File: src/hdl/gqp_pkg.sv
// shared types, constants and helper functions for the gyro quaternion propagation block
package gqp_pkg;

  localparam int CNT_W = 6;
  localparam int CFG_IDX_W = 3;

  localparam logic [CFG_IDX_W-1:0] REG_TIME_STEP = 3'd0;
  localparam logic [CFG_IDX_W-1:0] REG_INIT_W    = 3'd1;
  localparam logic [CFG_IDX_W-1:0] REG_INIT_X    = 3'd2;
  localparam logic [CFG_IDX_W-1:0] REG_INIT_Y    = 3'd3;
  localparam logic [CFG_IDX_W-1:0] REG_INIT_Z    = 3'd4;

  localparam logic [31:0] TIME_STEP_RESET = 32'd42949673;
  localparam logic signed [31:0] INIT_W_RESET = 32'sd1073741824;

  typedef struct packed {
    logic               func;
    logic signed [31:0] rate_x;
    logic signed [31:0] rate_y;
    logic signed [31:0] rate_z;
  } sample_t;

  typedef struct packed {
    logic signed [31:0] att_w;
    logic signed [31:0] att_x;
    logic signed [31:0] att_y;
    logic signed [31:0] att_z;
    logic               degenerate;
  } result_t;

  typedef enum logic [3:0] {
    OP_IDLE,
    OP_LOAD,
    OP_HALF,
    OP_SQR,
    OP_ROOT,
    OP_CHK,
    OP_DIV,
    OP_HAM,
    OP_FIN
  } op_t;

  typedef struct packed {
    op_t              op;
    logic [CNT_W-1:0] cnt;
    logic [1:0]       comp;
  } cmd_t;

  typedef struct packed {
    logic norm_low;
  } sts_t;

  // saturate a wide signed value to 32 bits
  function automatic logic signed [31:0] sat32(input logic signed [66:0] v);
    logic signed [31:0] r;
    if (v > 67'sd2147483647) begin
      r = 32'sh7fffffff;
    end else if (v < -67'sd2147483648) begin
      r = 32'sh80000000;
    end else begin
      r = v[31:0];
    end
    return r;
  endfunction

  // sign of hamilton product term j of output component o
  function automatic logic ham_neg(input logic [1:0] o, input logic [1:0] j);
    logic r;
    case (o)
      2'd0: r = (j != 2'd0);
      2'd1: r = (j == 2'd3);
      2'd2: r = (j == 2'd1);
      2'd3: r = (j == 2'd2);
      default: r = 1'b0;
    endcase
    return r;
  endfunction

endpackage

File: src/hdl/gqp_ctrl.sv
// sequencing state machine for the gyro quaternion propagation block
module gqp_ctrl #(
  parameter int QUAT_FRAC_BITS = 30
) (
  input  logic          clk,
  input  logic          rst,
  input  logic          sample_valid,
  input  logic          sample_func,
  output logic          sample_ready,
  output logic          result_valid,
  input  logic          result_ready,
  input  gqp_pkg::sts_t sts,
  output gqp_pkg::cmd_t cmd
);

  localparam int DW = 32 + QUAT_FRAC_BITS;

  typedef enum logic [8:0] {
    S_IDLE = 9'b000000001,
    S_HALF = 9'b000000010,
    S_SQR  = 9'b000000100,
    S_ROOT = 9'b000001000,
    S_CHK  = 9'b000010000,
    S_DIV  = 9'b000100000,
    S_HAM  = 9'b001000000,
    S_FIN  = 9'b010000000,
    S_DONE = 9'b100000000
  } state_t;

  state_t state, state_next;
  logic [gqp_pkg::CNT_W-1:0] cnt, cnt_next;
  logic [1:0] comp, comp_next;
  logic pass, pass_next;

  always_ff @(posedge clk) begin
    if (rst) begin
      state <= S_IDLE;
      cnt   <= '0;
      comp  <= '0;
      pass  <= 1'b0;
    end else begin
      state <= state_next;
      cnt   <= cnt_next;
      comp  <= comp_next;
      pass  <= pass_next;
    end
  end

  always_comb begin
    state_next = state;
    cnt_next   = cnt + 1'b1;
    comp_next  = comp;
    pass_next  = pass;
    cmd.op     = gqp_pkg::OP_IDLE;
    case (state)
      S_IDLE: begin
        cnt_next = '0;
        if (sample_valid) begin
          cmd.op     = gqp_pkg::OP_LOAD;
          pass_next  = sample_func;
          state_next = sample_func ? S_SQR : S_HALF;
        end
      end
      S_HALF: begin
        cmd.op = gqp_pkg::OP_HALF;
        if (cnt == gqp_pkg::CNT_W'(3)) begin
          cnt_next   = '0;
          state_next = S_SQR;
        end
      end
      S_SQR: begin
        cmd.op = gqp_pkg::OP_SQR;
        if (cnt == gqp_pkg::CNT_W'(4)) begin
          cnt_next   = '0;
          state_next = S_ROOT;
        end
      end
      S_ROOT: begin
        cmd.op = gqp_pkg::OP_ROOT;
        if (cnt == gqp_pkg::CNT_W'(32)) begin
          cnt_next   = '0;
          state_next = S_CHK;
        end
      end
      S_CHK: begin
        cmd.op    = gqp_pkg::OP_CHK;
        cnt_next  = '0;
        comp_next = '0;
        if (!sts.norm_low) begin
          state_next = S_DIV;
        end else begin
          state_next = pass ? S_FIN : S_HAM;
        end
      end
      S_DIV: begin
        cmd.op = gqp_pkg::OP_DIV;
        if (cnt == gqp_pkg::CNT_W'(DW + 1)) begin
          cnt_next = '0;
          if (comp == 2'd3) begin
            state_next = pass ? S_FIN : S_HAM;
          end else begin
            comp_next = comp + 1'b1;
          end
        end
      end
      S_HAM: begin
        cmd.op = gqp_pkg::OP_HAM;
        if (cnt == gqp_pkg::CNT_W'(16)) begin
          cnt_next   = '0;
          pass_next  = 1'b1;
          state_next = S_SQR;
        end
      end
      S_FIN: begin
        cmd.op     = gqp_pkg::OP_FIN;
        state_next = S_DONE;
      end
      S_DONE: begin
        if (result_ready) begin
          state_next = S_IDLE;
        end
      end
      default: begin
        state_next = S_IDLE;
      end
    endcase
    cmd.cnt  = cnt;
    cmd.comp = comp;
  end

  assign sample_ready = (state == S_IDLE);
  assign result_valid = (state == S_DONE);

endmodule

File: config.mk
export PLATFORM = sky130hd
export DESIGN_NAME = gqp_ctrl
export DESIGN_NICKNAME = d
export VERILOG_FILES = /design/src/hdl/gqp_pkg.sv /design/src/hdl/gqp_ctrl.sv
export SDC_FILE = /design/constraint.sdc
export NUM_CORES = 1
export LEC_CHECK = 0
export BUFFER_PORTS_ARGS = -buffer_cell sky130_fd_sc_hd__buf_4
export CORE_AREA = 5 5 61 63
export CTS_BUF_LIST = sky130_fd_sc_hd__clkbuf_4 sky130_fd_sc_hd__clkbuf_8
export DETAILED_ROUTE_END_ITERATION = 10
export DIE_AREA = 0 0 66 68
export PLACE_DENSITY = 0.55
export SLEW_MARGIN = 20
export SYNTH_ARGS = -nofsm -noshare
export SYNTH_HDL_FRONTEND = slang
export SYNTH_SLANG_ARGS = --single-unit
File: constraint.sdc
create_clock -name clk -period 3.06 [get_ports clk]
set_clock_uncertainty 0.05 [all_clocks]
set_input_delay 0.306 -clock clk [delete_from_list [all_inputs] [get_ports clk]]
set_output_delay 0.306 -clock clk [all_outputs]
set_load 0.1 [all_outputs]
# After elaboration in Yosys (flattened, before gate mapping)
# Index checks and enable logic that the tools add are counted.
dict set report word_totals {
  ff_bits 18
  in_bits 6
  out_inout_bits 14
  wordCells 62
}
dict set report classes {
  addsub 2
  n_eq_ne 24
  mux 26
  n_reduce_logical 6
}
# cell n
set ops {}
lappend ops {{$pmux W9 S9} 1}
lappend ops {{$mux W9} 8}
lappend ops {{$pmux W6 S6} 1}
lappend ops {{$pmux W4 S8} 1}
lappend ops {{$mux W6} 5}
lappend ops {{$mux W8} 2}
lappend ops {{$ne A2 B2 Y1 const B} 8}
lappend ops {{$eq A6 B6 Y1 const B} 2}
lappend ops {{$eq A9 B1 Y1 const B} 1}
lappend ops {{$eq A9 B2 Y1 const B} 1}
lappend ops {{$eq A9 B3 Y1 const B} 1}
lappend ops {{$eq A9 B4 Y1 const B} 1}
lappend ops {{$eq A9 B5 Y1 const B} 1}
lappend ops {{$eq A9 B6 Y1 const B} 1}
lappend ops {{$eq A9 B7 Y1 const B} 1}
lappend ops {{$eq A9 B8 Y1 const B} 1}
lappend ops {{$eq A9 B9 Y1 const B} 1}
lappend ops {{$reduce_and A8 Y1} 1}
lappend ops {{$add A6 B1 Y6 const B} 1}
lappend ops {{$eq A6 B2 Y1 const B} 1}
lappend ops {{$eq A6 B3 Y1 const B} 1}
lappend ops {{$eq A6 B5 Y1 const B} 1}
lappend ops {{$reduce_and A3 Y1} 2}
lappend ops {{$mux W2} 2}
lappend ops {{9 further kinds} 12}

# Longest topological paths before layout
dict set report depth {
  word_depth 4
  ltp_mapped 9
  depth_no_buf 8
}

# Worst setup path before layout
# Ideal clock, no wire load.
dict set report synth_timing {
  path_kind {register to output}
  from {register state[4]}
  to {output port cmd[9] in the netlist's numbering}
  arrival_time_ps 2966
  t_required_ps 2704
  setup_slack_ps -262
  path_stages_with_launch 5
  path_buffers 1
  cell_sequence {dfxtp_1 -> buf_6 -> nor4_4 -> nand2_2 -> o21ai_0}
}
# item line_no
set synth_lines {}
lappend synth_lines {{from (decl)} gqp_ctrl.sv:30} ;# state_t state, state_next;
lappend synth_lines {{from (signal assigned)} gqp_ctrl.sv:42} ;# state <= state_next;
lappend synth_lines {{to (decl)} gqp_ctrl.sv:13} ;# output gqp_pkg::cmd_t cmd

==> flow_metrics.env <==
export IMPL_status="finished clean"
export IMPL_fmax_ghz=0.427
export IMPL_utilization_pct=42.7
export IMPL_num_rows=21
export IMPL_fin_tns_setup_ns=0
export IMPL_cts_root_buf="clkbuf_4"
export IMPL_p_int_uw=510
export IMPL_r2r_end="state[7]"
export IMPL_dr_wl_met2_mm=1.38
export IMPL_path_max_fanout=8
export IMPL_dieArea_um2=4490
export IMPL_critPathArrivalTime_ns=1.99
export IMPL_top_layer="met4"
export IMPL_dp_hpwl_mm=2.31
export IMPL_timing_final_crit_share_pct=76.6
export IMPL_start_util_pct=36.9
export IMPL_p_leak_uw=0.000543
export IMPL_cts_sinks=18
export IMPL_hold_start="sample_func"
export IMPL_ys_warn_count=0
export IMPL_p_sw_uw=549
export IMPL_critPathKind="flop to primary output"
export IMPL_r2r_start="cnt[0]"
export IMPL_maxCapViolCount=0
export IMPL_grt_remaining_overflow=0
export IMPL_fillCellCount=339
export IMPL_syn_avg_cell_area_um2=8.15
export IMPL_setup_viol=0
export IMPL_core_um2=3180
export IMPL_final_nets=168
export IMPL_cts_repair_resized=0
export IMPL_yosys_register_bits=18
export IMPL_critPathLaunchType="flop"
export IMPL_cellPowerDensity_nw_per_um2=781
export IMPL_fin_crit_ns=2.34
export IMPL_postRouteAntennaNets=0
export IMPL_grt_pass1_vias=1102
export IMPL_peakVddDrop_v=0.000364
export IMPL_antenna_found_initial=0
export IMPL_wl_per_cell_um=14.5
export IMPL_cts_setup_buffers=0
export IMPL_holdPathEnd="state[1]"
export IMPL_worst_r2r_path_depth=8
export IMPL_drt_initial_drc_count=61
export IMPL_crit_required_ns=2.70
export IMPL_layout_common_cells="buf_4, nor2_1, dfxtp_1"
export IMPL_ys_seq_area_share_pct=30.7
export IMPL_clock_power_share_pct=14.4
export IMPL_m1WireLength_mm=1.38
export IMPL_cts_inserted_buffers=3
export IMPL_yosysUniqueCellTypes=41
export IMPL_cts_tree="done"
export IMPL_num_antenna_cells=0
export IMPL_dr_pass1_iters=4
export IMPL_syn_cell_area_um2=1170
export IMPL_maxSlewHeadroom_pct=66.9
export IMPL_cts_hold_buf=0
export IMPL_h_tree_depth=1
export IMPL_pin_count=20
export IMPL_area_delta_synth_final_pct=15.6
export IMPL_final_hold_viol_count=0
export IMPL_finalMaxSlewViolations=0
export IMPL_syn_num_nets=153
export IMPL_grt_max_degree=20
export IMPL_hold_path_class="input pin to flop"
export IMPL_min_path_cells=4
export IMPL_grt_pass1_wl_mm=5.05
export IMPL_grt_use_total_pct=14.5
export IMPL_final_common_cell="buf_4"
export IMPL_reg2reg_slack_ns=0.84
export IMPL_place_congestion=0.900
export IMPL_wl_met3_um=171
export IMPL_finalWirelength_mm=2.96
export IMPL_clk_pin_slew_ns=0.12
export IMPL_rsz0062_at_grt="false"
export IMPL_via_per_inst=5.34
export IMPL_comb_power_share_pct=56.3
export IMPL_drc=0
export IMPL_crit_path_end_kind="primary output"
export IMPL_via_count=1090
export IMPL_p_sw_share_pct=51.8
export IMPL_clock_latency_ns=0.30
export IMPL_worst_slew_pin_slew_ns=0.490
export IMPL_ctsLongestPathBuffers=2
export IMPL_die_h_um=68
export IMPL_seqPwrFrac_pct=29.2
export IMPL_netlist_instances=144
export IMPL_numPortBuffers=19
export IMPL_die_x_um=66
export IMPL_drive_gt1_share_pct=21.5
## synth_stat cells, drive strengths merged
master | number | area [um2]
mux2i | 1 | 10.0
o2111ai | 1 | 8.76
a31oi | 4 | 25.0
and3 | 4 | 25.0
a21oi | 5 | 25.0
o211ai | 1 | 7.51
o41ai | 1 | 8.76
nor3b | 2 | 20.0
o21ai | 5 | 25.0
a211o | 2 | 17.5
xor2 | 3 | 26.3
a211oi | 2 | 25.0
ha | 3 | 37.5
dfxtp | 18 | 360
nor4 | 3 | 48.8
a32o | 2 | 20.0
a311oi | 3 | 26.3
nor4b | 3 | 26.3
xnor2 | 3 | 26.3
and4 | 2 | 17.5
nand3 | 10 | 50.1
and3b | 1 | 12.5
nand4 | 2 | 12.5
nor2b | 3 | 18.8
inv | 11 | 41.3
nand2b | 1 | 6.26
a21boi | 2 | 15.0
clkbuf | 1 | 3.75
nor3 | 10 | 65.1
nand2 | 7 | 28.8
nor2 | 18 | 67.6
and2 | 2 | 15.0
buf | 8 | 50.1
## registers in the layout, summed over array words and instances, names as in the netlist
name,flops
pass,1
cnt,6
state,9
comp,2
## power by group through the flow
stage          clock (uW)  sequential (uW)  combinational [uW]
6_report              153              310                 597
5_1_grt               168              317                 640
4_1_cts               156              309                 599
3_5_place_dp            0              315                 597
3_3_place_gp            0              315                 600
2_1_floorplan           0              380                 418
## metrics by stage
step	power, uW	hold slack (ns)	cells	worst slack (ns)	cell area (um2)
5_1_grt	1120	0.279	204	0.558	1360
3_3_place_gp	915	0.418	200	0.912	1320
3_5_place_dp	911	0.432	200	0.875	1320
6_report	1060	0.272	204	0.715	1360
4_1_cts	1060	0.274	204	0.710	1360
2_1_floorplan	798	0.426	144	0.313	1170
## worst max-delay path, stage by stage (launching register included)
cell and delay (ns):
dfxtp_1 0.53, nor4b_1 0.41, nand3_1 0.28, nand3_1 0.18, buf_4 0.30
## per-layer routing
layer | global-route usage, % | vias up
li1 | - | 549
met1 | 18.5 | 506
met2 | 23.7 | 29
met3 | 2.79 | 6
met4 | 7.11 | 0
met5 | 0 | -
## logic make-up after synthesis
| family | count (synthesis) | synth area share (%) |
|---|---|---|
| AND/OR/NAND/NOR | 68 | 35.3 |
| AO/OA/AOI/OAI | 28 | 17.4 |
| buffers and inverters | 20 | 8.10 |
| flip-flops | 18 | 30.7 |
| XOR/XNOR | 6 | 4.48 |
| adder cells (fa/ha/maj) | 3 | 3.20 |
| multiplexers | 1 | 0.853 |
## final cells by class
class	instances	area (um2)	share of cell area, %
Clock buffer	4	36.3	2.68
Inverter	11	41.3	3.04
Multi-Input combinational cell	106	718	53.0
Sequential cell	18	360	26.6
Tap cell	46	57.6	4.24
Timing Repair Buffer	19	143	10.5
## worst max path at each step
stage                  start        to  cells past startpoint
finish              state[5]   cmd[10]                      4
global route        state[4]   cmd[10]                      5
CTS                 state[4]   cmd[10]                      5
detailed placement    cnt[0]  state[5]                      8
global placement      cnt[0]  state[7]                      8
floorplan           state[4]    cmd[8]                      6
Note: power is estimated with default switching activity, not from simulation.
